**src/rtl/core/ilist_pkg.sv**
```systemverilog
// shared types and constants for the indexed insert/erase list
package ilist_pkg;

    localparam int CAPACITY_DEF = 16;

    localparam int CMD_W = 3;
    localparam int POS_W = 5;
    localparam int VAL_W = 32;
    localparam int CNT_W = 5;
    localparam int ST_W  = 2;

    localparam int S_DATA_W = 40;
    localparam int M_DATA_W = 40;

    typedef enum logic [CMD_W-1:0] {
        CMD_PUSH   = 3'd0,
        CMD_POP    = 3'd1,
        CMD_INSERT = 3'd2,
        CMD_ERASE  = 3'd3,
        CMD_READ   = 3'd4,
        CMD_CLEAR  = 3'd5
    } cmd_t;

    typedef enum logic [ST_W-1:0] {
        ST_OK    = 2'd0,
        ST_FULL  = 2'd1,
        ST_EMPTY = 2'd2,
        ST_RANGE = 2'd3
    } status_t;

    typedef enum logic [0:0] {
        FSM_IDLE = 1'b0,
        FSM_EXEC = 1'b1
    } fsm_state_t;

    // controller to datapath commands
    typedef struct packed {
        logic load;   // capture the input beat
        logic exec;   // apply the captured command and load the result
    } ctrl_t;

endpackage

```
**src/rtl/core/ilist_ctrl.sv**
```systemverilog
// controller: handshake sequencing and output valid
module ilist_ctrl (
    input  logic           clk,
    input  logic           rst_n,
    input  logic           s_tvalid,
    output logic           s_tready,
    output logic           m_tvalid,
    input  logic           m_tready,
    output ilist_pkg::ctrl_t ctrl
);
    import ilist_pkg::*;

    fsm_state_t state_reg;
    fsm_state_t state_next;
    logic       out_valid_reg;
    logic       out_valid_next;

    always_ff @(posedge clk or negedge rst_n)
    begin
        if (!rst_n)
        begin
            state_reg     <= FSM_IDLE;
            out_valid_reg <= 1'b0;
        end
        else
        begin
            state_reg     <= state_next;
            out_valid_reg <= out_valid_next;
        end
    end

    always_comb
    begin
        state_next     = state_reg;
        ctrl.load      = 1'b0;
        ctrl.exec      = 1'b0;
        s_tready       = 1'b0;
        out_valid_next = out_valid_reg && !m_tready;
        unique case (state_reg)
            FSM_IDLE:
            begin
                s_tready  = 1'b1;
                ctrl.load = s_tvalid;
                if (s_tvalid)
                begin
                    state_next = FSM_EXEC;
                end
            end
            FSM_EXEC:
            begin
                // result slot free or being emptied this cycle
                if (!out_valid_reg || m_tready)
                begin
                    ctrl.exec      = 1'b1;
                    out_valid_next = 1'b1;
                    state_next     = FSM_IDLE;
                end
            end
            default:
            begin
                state_next = FSM_IDLE;
            end
        endcase
    end

    assign m_tvalid = out_valid_reg;

endmodule

```
**src/rtl/core/ilist_dp.sv**
```systemverilog
// datapath: shifting cell chain, entry count and result registers
module ilist_dp #(
    parameter int CAPACITY = ilist_pkg::CAPACITY_DEF
) (
    input  logic                       clk,
    input  logic                       rst_n,
    input  ilist_pkg::ctrl_t           ctrl,
    input  logic [ilist_pkg::CMD_W-1:0] command,
    input  logic [ilist_pkg::POS_W-1:0] position,
    input  logic [ilist_pkg::VAL_W-1:0] value,
    output logic [ilist_pkg::VAL_W-1:0] read_value,
    output logic [ilist_pkg::CNT_W-1:0] count,
    output logic [ilist_pkg::ST_W-1:0]  status
);
    import ilist_pkg::*;

    localparam int HW = $clog2(CAPACITY + 1);
    localparam int IW = (CAPACITY > 1) ? $clog2(CAPACITY) : 1;
    localparam int CW = (HW > POS_W) ? HW : POS_W;

    logic [CMD_W-1:0] cmd_reg;
    logic [POS_W-1:0] pos_reg;
    logic [VAL_W-1:0] val_reg;

    logic [VAL_W-1:0] cells_reg  [CAPACITY];
    logic [VAL_W-1:0] cells_next [CAPACITY];
    logic [HW-1:0]    held_reg;
    logic [HW-1:0]    held_next;

    logic [VAL_W-1:0] rd_reg;
    logic [VAL_W-1:0] rd_next;
    status_t          st_reg;
    status_t          st_next;

    logic [CW-1:0] pos_ext;
    logic [CW-1:0] held_ext;
    logic          full;
    logic          empty;
    logic          pos_in;     // position below held
    logic          pos_le;     // position not above held
    logic          do_push;
    logic          do_insert;
    logic          do_erase;

    assign pos_ext  = CW'(pos_reg);
    assign held_ext = CW'(held_reg);
    assign full     = held_ext >= CW'(CAPACITY);
    assign empty    = (held_reg == '0);
    assign pos_in   = pos_ext < held_ext;
    assign pos_le   = pos_ext <= held_ext;

    always_comb
    begin
        held_next = held_reg;
        rd_next   = '0;
        st_next   = ST_OK;
        do_push   = 1'b0;
        do_insert = 1'b0;
        do_erase  = 1'b0;
        case (cmd_reg)
            CMD_PUSH:
            begin
                if (full)
                begin
                    st_next = ST_FULL;
                end
                else
                begin
                    do_push   = 1'b1;
                    held_next = held_reg + HW'(1);
                end
            end
            CMD_POP:
            begin
                if (empty)
                begin
                    st_next = ST_EMPTY;
                end
                else
                begin
                    held_next = held_reg - HW'(1);
                end
            end
            CMD_INSERT:
            begin
                priority if (full)
                begin
                    st_next = ST_FULL;
                end
                else if (!pos_le)
                begin
                    st_next = ST_RANGE;
                end
                else
                begin
                    do_insert = 1'b1;
                    held_next = held_reg + HW'(1);
                end
            end
            CMD_ERASE:
            begin
                if (!pos_in)
                begin
                    st_next = ST_RANGE;
                end
                else
                begin
                    do_erase  = 1'b1;
                    held_next = held_reg - HW'(1);
                end
            end
            CMD_READ:
            begin
                if (!pos_in)
                begin
                    st_next = ST_RANGE;
                end
                else
                begin
                    rd_next = cells_reg[pos_ext[IW-1:0]];
                end
            end
            CMD_CLEAR:
            begin
                held_next = '0;
            end
            default:
            begin
                held_next = held_reg;
            end
        endcase
    end

    // each cell picks hold, its lower neighbor, its upper neighbor or the new word
    for (genvar k = 0; k < CAPACITY; k++)
    begin : g_cell
        logic [VAL_W-1:0] from_below;
        logic [VAL_W-1:0] from_above;
        logic [CW-1:0]    kk;

        assign kk = CW'(k);

        if (k > 0)
        begin : g_below
            assign from_below = cells_reg[k-1];
        end
        else
        begin : g_no_below
            assign from_below = cells_reg[k];
        end

        if (k < CAPACITY - 1)
        begin : g_above
            assign from_above = cells_reg[k+1];
        end
        else
        begin : g_no_above
            assign from_above = cells_reg[k];
        end

        always_comb
        begin
            cells_next[k] = cells_reg[k];
            priority if (do_push && kk == held_ext)
            begin
                cells_next[k] = val_reg;
            end
            else if (do_insert && kk == pos_ext)
            begin
                cells_next[k] = val_reg;
            end
            else if (do_insert && kk > pos_ext && kk <= held_ext)
            begin
                cells_next[k] = from_below;
            end
            else if (do_erase && kk >= pos_ext && (kk + CW'(1)) < held_ext)
            begin
                cells_next[k] = from_above;
            end
        end
    end

    // payload registers, no reset
    always_ff @(posedge clk)
    begin
        if (ctrl.load)
        begin
            cmd_reg <= command;
            pos_reg <= position;
            val_reg <= value;
        end
        if (ctrl.exec)
        begin
            cells_reg <= cells_next;
            rd_reg    <= rd_next;
            st_reg    <= st_next;
        end
    end

    always_ff @(posedge clk or negedge rst_n)
    begin
        if (!rst_n)
        begin
            held_reg <= '0;
        end
        else if (ctrl.exec)
        begin
            held_reg <= held_next;
        end
    end

    assign read_value = rd_reg;
    assign count      = CNT_W'(held_reg);
    assign status     = st_reg;

endmodule

```
**src/rtl/core/indexed_insert_erase_list.sv**
```systemverilog
// sequencing: a beat is captured in the idle state and its result is registered in the
// execute state, which waits while the result slot is full and not being read; no new command
// is taken until the last one executes, and every cell of the chain shifts in the same execute cycle
// reset: rst_n clears the entry count and the handshake state; stored words are
// not cleared and only entries below the count are ever returned
module indexed_insert_erase_list #(
    parameter int CAPACITY = ilist_pkg::CAPACITY_DEF
) (
    input  logic                          clk,
    input  logic                          rst_n,
    // command beats in
    input  logic                          s_tvalid,
    output logic                          s_tready,
    input  logic [ilist_pkg::S_DATA_W-1:0] s_tdata,  // command[2:0], position[7:3], value[39:8]
    // result beats out
    output logic                          m_tvalid,
    input  logic                          m_tready,
    output logic [ilist_pkg::M_DATA_W-1:0] m_tdata   // read_value[31:0], count[36:32],
                                                    // status[38:37], zero[39]
);
    import ilist_pkg::*;

    ctrl_t            ctrl;
    logic [VAL_W-1:0] read_value;
    logic [CNT_W-1:0] count;
    logic [ST_W-1:0]  status;

    // handshake sequencing: capture a beat, then execute once the result slot is free
    ilist_ctrl u_ctrl (
        .clk      (clk),
        .rst_n    (rst_n),
        .s_tvalid (s_tvalid),
        .s_tready (s_tready),
        .m_tvalid (m_tvalid),
        .m_tready (m_tready),
        .ctrl     (ctrl)
    );

    // cell chain, count and result registers
    ilist_dp #(
        .CAPACITY (CAPACITY)
    ) u_dp (
        .clk        (clk),
        .rst_n      (rst_n),
        .ctrl       (ctrl),
        .command    (s_tdata[CMD_W-1:0]),
        .position   (s_tdata[CMD_W+POS_W-1:CMD_W]),
        .value      (s_tdata[CMD_W+POS_W+VAL_W-1:CMD_W+POS_W]),
        .read_value (read_value),
        .count      (count),
        .status     (status)
    );

    // pack the result beat, lowest field first, pad to whole bytes
    assign m_tdata = {{(M_DATA_W - VAL_W - CNT_W - ST_W){1'b0}}, status, count, read_value};

endmodule
```
**config.mk**
```make
export PLATFORM = sky130hd
export DESIGN_NAME = indexed_insert_erase_list
export DESIGN_NICKNAME = d
export VERILOG_FILES = /design/src/rtl/core/ilist_pkg.sv /design/src/rtl/core/ilist_ctrl.sv /design/src/rtl/core/ilist_dp.sv /design/src/rtl/core/indexed_insert_erase_list.sv
export SDC_FILE = /design/constraint.sdc
export NUM_CORES = 1
export LEC_CHECK = 0
export ABC_CLOCK_PERIOD_IN_PS = 8600
export BUFFER_PORTS_ARGS = -buffer_cell sky130_fd_sc_hd__buf_2
export CAP_MARGIN = 20
export CORE_MARGIN = 3
export CORE_UTILIZATION = 60
export DETAILED_ROUTE_END_ITERATION = 12
export GPL_TIMING_DRIVEN = 1
export PLACE_DENSITY_LB_ADDON = 0.05
export SLEW_MARGIN = 20
export SYNTH_ARGS = -nofsm -noshare
export SYNTH_HDL_FRONTEND = slang
export SYNTH_SLANG_ARGS = --single-unit
```
**constraint.sdc**
```tcl
create_clock -name clk -period 8.6 [get_ports clk]
set_clock_uncertainty 0.1 [all_clocks]
set_input_delay 1.29 -clock clk [delete_from_list [all_inputs] [get_ports clk]]
set_output_delay 1.29 -clock clk [all_outputs]
set_load 0.02 [all_outputs]
```
After elaboration in Yosys (flattened, before gate mapping). Cells that the tools add are included.

Register bits: 593. Logic and storage cells: 366. Input bits: 44. Output and inout port bits: 42.

Add/sub/neg operators: 2. Multiplexer cells: 94. Magnitude comparators: 66. Reduce and logical (&&, ||, !) cells: 137. Equal/unequal tests: 41. Bitwise gates (word level): 2.

Operators by type and width (number): two-way mux 32 bit (65); binary-select mux 32 bit (select 4 bit) (1); logical AND 1 bit (95); == test 4 x 5 -> 1 bit (first input constant) (16); nonzero test 4 bit (14); == test 3 x 5 -> 1 bit (first input constant) (8); > comparator 4 x 5 -> 1 bit (first input constant) (8); <= comparator 4 x 5 -> 1 bit (first input constant) (8); < comparator 4 x 5 -> 1 bit (first input constant) (8); greater-or-equal comparator 4 x 5 -> 1 bit (first input constant) (7); AND reduction 2 bit (16); two-way mux 5 bit (5); case mux 5 bit (5 select lines) (1); == test 2 x 5 -> 1 bit (first input constant) (4); greater-or-equal comparator 3 x 5 -> 1 bit (first input constant) (4); > comparator 3 x 5 -> 1 bit (first input constant) (4); <= comparator 3 x 5 -> 1 bit (first input constant) (4); < comparator 3 x 5 -> 1 bit (first input constant) (4); two-way mux 1 bit (16); == test 1 x 5 -> 1 bit (first input constant) (2); greater-or-equal comparator 1 x 5 -> 1 bit (first input constant) (2); greater-or-equal comparator 2 x 5 -> 1 bit (first input constant) (2); greater-or-equal comparator 5 bit (second input constant) (2); > comparator 1 x 5 -> 1 bit (first input constant) (2); 29 further kinds (44).

Longest topological paths before layout. Gate-level depths: netlist of run 1.

Depth after elaboration: 9. Mapped depth: 14. Depth with buffers taken out: 8.

Modules after synthesis. A second synthesis of run 1 with hierarchy kept.

Cell total of the unflattened synthesis: 2687. Area total of the unflattened synthesis: 34181.5 µm².

Modules (own cells, without submodules): ilist_dp (cells an instance 2677, area each 34076.4 µm², times used 1, seq. area each 17722.0 µm²); ilist_ctrl (cells an instance 8, area each 93.8 µm², times used 1, seq. area each 50.0 µm²); indexed_insert_erase_list (cells an instance 2, area each 11.3 µm², times used 1, seq. area each 0.0 µm²).

Worst setup path after synthesis of run 1. OpenSTA, ideal clock, no wires.

Kind: reg2reg. Start point: reg u_dp.held_reg[4] (netlist: u_dp.count[4]). End point: reg u_dp.cells_reg (netlist bit u_dp.g_cell[10].from_above[0]), enable pin. Stages on the path, launching flop included: 13. Path buffers: 5. Period minus slack after synthesis: 5.036 ns. Data required time: 8.059 ns. Setup time: 0.441 ns. Slack: 3.564 ns. Arrival time: 4.496 ns. Cell sequence: dfrtp_1 buf_6 inv_1 clkbuf_1 ha_1 a21oi_1 and2_1 a21o_1 buf_2 buf_2 nand4_1 buf_2 a31oi_1.

Longest elaborated chain between the ends: 8. Elaborated cells on any way between the ends: 21. Those cells by class: 5 x order compare; 1 x eq/ne; 7 x mux; 8 x reduce/logical.

Ends and longest elaborated chain: from (decl) (RTL line ilist_dp.sv:27) `logic [HW-1:0] held_reg;`; from (signal assigned) (RTL line ilist_dp.sv:208) `held_reg <= held_next;`; <= comparator 5 bit (RTL line ilist_dp.sv:50) `assign pos_le = pos_ext <= held_ext;`; two-way mux 1 bit (RTL line ilist_dp.sv:90) `else if (!pos_le)`; two-way mux 1 bit (RTL line ilist_dp.sv:86) `priority if (full)`; two-way mux 1 bit (RTL line ilist_dp.sv:60) `case (cmd_reg)`; logical AND 1 bit (2 in series) (RTL line ilist_dp.sv:172) `else if (do_insert && kk > pos_ext && kk <= held_ext)`; nonzero test 4 bit (no line) *; AND reduction 2 bit (no line) *; to (signal assigned) (RTL line ilist_dp.sv:194) `cells_reg <= cells_next;`; to (decl) (RTL line ilist_dp.sv:25) `logic [VAL_W-1:0] cells_reg [CAPACITY];`.

Mark *: on every way between the ends. The rest lies on a longest branch, timed or not. A chain may end at the register's enable or synchronous reset.

Worst setup path in the final report of run 1.
Start point: reg u_dp.held_reg[4] (netlist: u_dp.count[4]). End point: reg u_dp.cells_reg (netlist bit u_dp.g_cell[10].from_below[0]), enable pin.

Same word-level chain as after synthesis.

==> summary.txt, run 1 <==
Outcome
  – Status: completed

GRT
  – Initial antenna violation count: 0
  – GR Overflow Total: 0
  – Largest net degree at the start of global routing: about 140
  – First-pass GRT wire length: between 150 and 200 mm
  – Vias in the first global route: around 23,000
  – GRT Overall Usage: between 30% and 40%

Layout
  – Layout cell share with drive strength beyond 1: a little under a fifth
  – Number of flip-flops in the largest register: ~420
  – Post-route insts no fill: about 3,400
  – NumNets Final: between 2,000 and 3,000
  – FILL cells: 4,012
  – # diodes: 0
  – Post-Layout Inst Area: between 30,000 and 40,000 µm²
  – Post-layout util: 67.1%
  – Layout Area Growth over Synthesis: 9.59%

Clock tree
  – # clock sinks: 593
  – Clk slew on worst S/H paths: approximately 0.060 ns
  – Post-CTS sizing: 0
  – CTS tree: yes
  – Inserted Clock Buffers: between 60 and 70
  – Max H-tree Level: 3
  – Root cell of the clock tree: clkbuf_16
  – Hold buffer count at cts: 0
  – Setup Fix Bufs, Post-CTS: 0
  – Clock Tree Buf Depth: 3
  – Clock latency on the worst-skew pair: about 0.61 ns

Timing
  – Pins Over Slew Limit: 0
  – Setup TNS: 0 ns
  – Fin crit share: approximately two thirds
  – Rel. slew slack: a little under a quarter
  – RSZ-0062 raised after global routing: false
  – Max Clk Rate: around 170 MHz
  – Final Hold Viols: 0
  – Fin crit period: a little under 6 ns
  – Worst-margin pin slew: 1.15 ns
  – Final setup violation count: 0

Pwr
  – Total power draw: about 0.0079 W
  – Leakage power: 13.2 nW
  – VDD IR max: 0.193 mV
  – PwrDens: around 220 nW/µm²

Synth
  – Most used DFF post-synth: edfxtp_1
  – Gate Count Post-Synth: 2,692
  – Largest area contributor in the netlist: edfxtp_1
  – Synth warnings: 0
  – Post-Syn Nets: 2,746
  – Adder-cell share of the synthesized area: 0.376%
  – Yosys cell types: 57
  – Post-synthesis mux area share: approximately a quarter
  – Seq/Total Area, Yosys: between 50% and 60%
  – Largest family of logic cells by synthesized area: multiplexers
  – Netlist Area Pre-Place: between 30,000 and 40,000 µm²
  – Largest cells by area after synthesis: edfxtp_1, mux2i_1, mux4_2
  – Ys async rst share: approximately 1.2%
  – Flops & latches, synth: 593
  – Yosys top cell area share: 52.8%
  – Simple-gate area share of the yosys netlist: ~7.9%
  – Compound-Gate Fraction of Synth Area: ~8.6%
  – Most numerous cell in the Yosys netlist: edfxtp_1
  – Syn avg cell area: roughly 12 µm²
  – EDFF count, synth: ~600
  – XOR/XNOR Fraction of Synth Area: 0%
  – Top cells by count, synth: edfxtp_1, mux2i_1, a21oi_1, nor2_1, nand2_1

Setup path
  – Critical R2R Capture: u_dp.g_cell[10].from_below[0]
  – CP Max Fanout: 33
  – FF-to-FF path depth: 8
  – CP Data Required Time: about 8.8 ns
  – CP endpoint kind: flip-flop
  – Crit Path Class: flip-flop to flip-flop
  – Worst Setup Start Kind: flip-flop
  – Reg-to-Reg Start: u_dp.count[4]
  – Flop-to-flop setup slack: 2.81 ns
  – Crit path DAT: just under 6 ns

Placed design
  – Cells after DPL: between 3,000 and 4,000
  – GPL Wtd Cong: 0.898
  – Area of placed instances: roughly 34,000 µm²
  – Buffers on Ports: 84
  – Hpwl dp: ~57 mm

Die
  – Row count: 85
  – Die height: roughly 240 µm
  – I/O pins: 86
  – CORE AREA: about 54,000 µm²
  – Initial Util: 61.3%
  – Die extent in x: roughly 240 µm
  – Area of the die: about 58,000 µm²

Route
  – Routed Antenna Nets: 0
  – Vias: ~23,000
  – Iter 0 DRT Violations: 3,047
  – Router iterations before antenna repair: 5
  – Final WL: 101 mm
  – Routed wire per std cell: 29.4 µm
  – Vias per cell: approximately 6.8
  – # DRC: 0

Hold path
  – Min-Delay Path Class: input port to asynchronous set/reset pin

Job
  – MaxCap Viol Count: 0
==> metrics by stage <==
stage	setup WS, ns	hold WS [ns]
floorplan	3.56	0.406
global placement	3.00	0.382
detailed placement	2.95	0.399
CTS	2.93	0.388
global route	2.60	0.411
finish	2.81	0.414
==> report_power, final <==
| group | switching (W) | internal [W] |
|---|---|---|
| sequential | 0.000234 | 0.00339 |
| combinational | 0.000978 | 0.000566 |
| clock | 0.00116 | 0.00159 |
| total | 0.00237 | 0.00555 |
==> worst max-delay path: stages (launching register included) <==
cell,delay [ns]
dfrtp_1,0.72
inv_1,0.39
ha_1,0.44
a21oi_1,0.31
and2_1,0.23
a21o_1,0.79
nand3_4,0.96
a31oi_4,0.94
buf_4,0.50
==> routing by layer <==
metal  track usage, %  vias up  share of wire [%]
met5                0        -                  0
met4             13.1        0                4.2
met3             6.82      274                 10
met2             54.3     1495                 46
met1             47.8    11619                 39
li1                 -    10111                  -
==> final cells by class <==
type | count | area, µm² | share of cell area, %
clock inverter | 36 | 300 | 0.823
multi-input combinational | 1840 | 14800 | 40.7
clock buffer | 80 | 1750 | 4.79
tap | 739 | 925 | 2.53
timing repair buffer | 139 | 858 | 2.35
inverter | 13 | 48.8 | 0.134
sequential | 593 | 17800 | 48.7
==> cells by family after synthesis <==
group | after synthesis
and+or+nand+nor | 617
buffers and inverters | 259
muxes | 673
AOI/OAI and AO/OA | 539
DFF | 593
adders and majority gates | 10
other | 1
==> worst max-delay path by stage <==
stage	slack, ns	from	depth (start not counted)	endpoint
2_1_floorplan	3.56	u_dp.count[4]	12	u_dp.g_cell[10].from_above[0]
3_3_place_gp	3.00	u_dp.count[4]	8	u_dp.g_cell[10].from_below[27]
3_5_place_dp	2.95	u_dp.count[4]	8	u_dp.g_cell[10].from_below[27]
4_1_cts	2.93	u_dp.count[4]	8	u_dp.g_cell[10].from_below[29]
5_1_grt	2.60	u_dp.count[4]	8	u_dp.g_cell[10].from_below[0]
6_report	2.81	u_dp.count[4]	8	u_dp.g_cell[10].from_below[0]
==> placed cells by master (no fill, tap or decap), types with 6 or more instances in the layout <==
| master | count |
|---|---|
| edfxtp_1 | 586 |
| mux2i_1 | 449 |
| nor2_1 | 282 |
| a21oi_1 | 278 |
| nand2_1 | 229 |
| o21ai_0 | 193 |
| mux4_2 | 160 |
| buf_2 | 84 |
| clkbuf_16 | 68 |
| mux2_2 | 64 |
| buf_4 | 53 |
| nor2b_1 | 38 |
| clkinv_1 | 20 |
| inv_1 | 12 |
| o21ai_1 | 12 |
| clkbuf_1 | 12 |
| a31oi_4 | 11 |
| nand3_1 | 10 |
| a21oi_4 | 10 |
| ha_1 | 10 |
| nor3_1 | 9 |
| nand4_1 | 8 |
| clkinv_2 | 7 |
| dfrtp_1 | 7 |
| or3_1 | 6 |
| a31oi_1 | 6 |
No activity file was read; power rests on OpenSTA's default activity.
==> run 2: changes to the inputs <==
Settings changed: ABC_CLOCK_PERIOD_IN_PS 8600 to 5500.
Clock period 8.6 ns to 5.5 ns, I/O delays scaled along.
==> run 2 against run 1 <==
  * Utilization up 0.32 points
  * Fmax up 29%
  * Sequential share of layout area down 0.23 points
  * First-iteration DRC count up 7.4%
  * Total power up 56%
  * Wire length up 0.77%
  * Setup slack worse by 1.8 ns
  * Final cell count up 0.23%
  * Clock power up 56%
  * Critical endpoint is now u_dp.g_cell[14].from_above[12]
==> summary.txt, run 2 (synthesized netlist as in run 1, its figures left out) <==
Outcome
  – Status: completed

Pwr
  – VDD IR max: 0.292 mV (+51%)
  – Sw power: 0.00370 W (+56%)
  – PwrDens: 338 nW/µm² (+56%)
  – Clock Power Share: 34.8% (about the same)
  – Sw frac: 29.9% (-0.063 points)
  – Logic pwr share: 19.4% (about the same)
  – Pint: 0.00868 W (+56%)
  – Leakage power: 13.3 nW (+0.49%)
  – Total power draw: 0.0124 W (+56%)
  – Register share of total power: 45.7% (about the same)

Layout
  – Commonest non-fill, non-tap cell in the layout: edfxtp_1
  – # diodes: 0 (unchanged)
  – Layout Area Growth over Synthesis: 10.1%
  – Layout cell share with drive strength beyond 1: 18.8% (+0.31 points)
  – Post-route insts no fill: 3,448 (+0.23%)
  – Multi-input gate area: 14,800 µm² (-0.13%)
  – Commonest cells after routing, fill and taps aside: edfxtp_1, mux2i_1, nor2_1, a21oi_1, nand2_1
  – Post-Layout Inst Area: 36,700 µm² (+0.48%)
  – FILL cells: 3,897 (-2.9%)
  – Number of flip-flops in the largest register: 416 (unchanged)
  – NumNets Final: 2,716 (+0.33%)
  – Register area: 17,800 µm² (unchanged)

Timing
  – Pins Over Slew Limit: 0 (unchanged)
  – Rel. slew slack: 32.2% (+9.1 points)
  – Hold slack: 0.281 ns (-0.133 ns)
  – Final setup violation count: 0 (unchanged)
  – Worst-margin pin slew: 1.02 ns (-0.137 ns)
  – Final Hold Viols: 0 (unchanged)
  – Fin crit period: 4.48 ns (-1.31 ns)
  – RSZ-0062 raised after global routing: false
  – Setup TNS: 0 ns (unchanged)
  – Fin crit share: 81.4% (+14 points)
  – Max Clk Rate: 223 MHz (+29%)

Job
  – MaxCap Viol Count: 0 (unchanged)

Placed design
  – Buffers on Ports: 84 (unchanged)
  – Cells after DPL: 3,332 (+0.24%)
  – Area of placed instances: 34,600 µm² (+0.46%)
  – Hpwl dp: 56.7 mm (-1.4%)
  – GPL Wtd Cong: 0.911 (+1.5%)

Clock tree
  – Root cell of the clock tree: clkbuf_16
  – Clock latency on the worst-skew pair: 0.62 ns (about the same)
  – Max H-tree Level: 3 (unchanged)
  – CTS tree: yes
  – Clock Tree Buf Depth: 3 (unchanged)
  – Inserted Clock Buffers: 66 (unchanged)
  – Setup Fix Bufs, Post-CTS: 0 (unchanged)
  – Clk slew on worst S/H paths: 0.06 ns (about the same)
  – # clock sinks: 593 (unchanged)
  – Post-CTS sizing: 0 (unchanged)

GRT
  – First-pass GRT wire length: 152 mm (+1.4%)
  – GRT met2 Usage: 54.6% (+0.35 points)
  – GRT Overall Usage: 34.9% (+0.52 points)
  – Met1 usage: 49.5% (+1.7 points)
  – GR Overflow Total: 0 (unchanged)
  – Initial antenna violation count: 1 (+1)
  – Largest net degree at the start of global routing: 143 (-0.69%)
  – Met3 track demand over resource: 6.84% (+0.011 points)
  – Vias in the first global route: 23,548 (+1.7%)
  – GRT busiest layer: met2

Setup path
  – Crit Path Class: flip-flop to flip-flop
  – Flop-to-flop setup slack: 1.02 ns (-1.79 ns)
  – CP Data Required Time: 5.71 ns (-3.04 ns)
  – CP Max Fanout: 21 (-36%)
  – CP endpoint kind: flip-flop
  – Worst Setup Start Kind: flip-flop
  – Crit path DAT: 4.69 ns (-1.24 ns)

Route
  – # DRC: 0 (unchanged)
  – Final WL: 102 mm (+0.77%)
  – Vias per cell: 6.90 (+1.0%)
  – Iter 0 DRT Violations: 3,271 (+7.4%)
  – Routed wire per std cell: 29.6 µm (+0.54%)
  – Router iterations before antenna repair: 6 (+1)
  – Vias: 23,798 (+1.3%)
  – Routed Antenna Nets: 0 (unchanged)

Die
  – Die height: 242 µm (unchanged)
  – CORE AREA: 54,300 µm² (unchanged)
  – Area of the die: 58,400 µm² (unchanged)
  – Row count: 85 (unchanged)
  – I/O pins: 86 (unchanged)
  – Die extent in x: 242 µm (unchanged)
  – Initial Util: 61.3% (unchanged)

Hold path
  – Min-Delay Path Class: input port to flip-flop
[run 2: changes by cell type in the layout (fill, tap and decap cells not counted), moves of 2 or more]
cell      before  now
buf_12         2   12
buf_4         53   51
clkbuf_1      12   19
clkbuf_8       0    2
clkinv_1      20   10
clkinv_2       7    5
clkinv_4       0    2
o21a_2         0    2
o21a_4         2    0
[run 2: per-layer routing]
| metal | routed length [µm] | part of all wire [%] | vias up |
|---|---|---|---|
| met4 | 3890 | 3.8 | 0 |
| li1 | - | - | 10133 |
| met2 | 47000 | 46 | 1601 |
| met5 | 0 | 0 | - |
| met1 | 40300 | 39 | 11801 |
| met3 | 10900 | 11 | 263 |
[run 2: worst paths after layout]
| kind | from | end | cells after the start |
|---|---|---|---|
| hold reg to reg | u_ctrl.m_tvalid | u_ctrl.m_tvalid | 2 |
| hold / removal | s_tdata[33] | u_dp.val_reg[25] | 1 |
| setup reg to reg | u_dp.count[2] | u_dp.g_cell[14].from_above[12] | 10 |
| max in group asynchronous | rst_n | u_ctrl.state_reg | 2 |
| min in group asynchronous | rst_n | u_dp.count[2] | 2 |
| setup / recovery | u_dp.count[2] | u_dp.g_cell[14].from_above[12] | 10 |
[run 2: critical path, stage by stage, from the launching register on]
cell	delay, ns
dfrtp_1	0.67
inv_1	0.23
ha_1	0.36
and3_1	0.17
and4_1	0.22
a21oi_2	0.51
buf_4	0.34
nor2_1	0.09
a31oi_4	0.73
a21oi_4	0.35
buf_4	0.39
[run 2: metrics by stage]
step / utilization [%] / setup slack [ns]
finish: 67.5 / 1.02
floorplan: - / 0.464
global route: 67.5 / 0.859
CTS: 67.5 / 1.11
global placement: 63.7 / 1.18
detailed placement: 63.7 / 1.12
[run 2: power groups by stage]
stage / registers, W / clock network, W / logic [W]
final: 0.00566 / 0.00431 / 0.00241
after global routing: 0.00570 / 0.00452 / 0.00255
after CTS: 0.00565 / 0.00436 / 0.00238
after detailed placement: 0.00574 / 0 / 0.00237
after global placement: 0.00573 / 0 / 0.00234
after floorplan: 0.00567 / 0 / 0.00159
[run 2: area by class of cell]
type,count,share of cell area (%)
Multi-Input combinational cell,1840,40.4
Sequential cell,593,48.5
Tap cell,739,2.52
Inverter,13,0.133
Clock inverter,26,0.676
Timing Repair Buffer,148,2.87
Clock buffer,89,4.91
[run 2: timing repair]
item / CTS / global route
endpoints found under the setup margin: 0 / 0
hold endpoints to repair: 7 / 0
hold buffers: 1 / 0
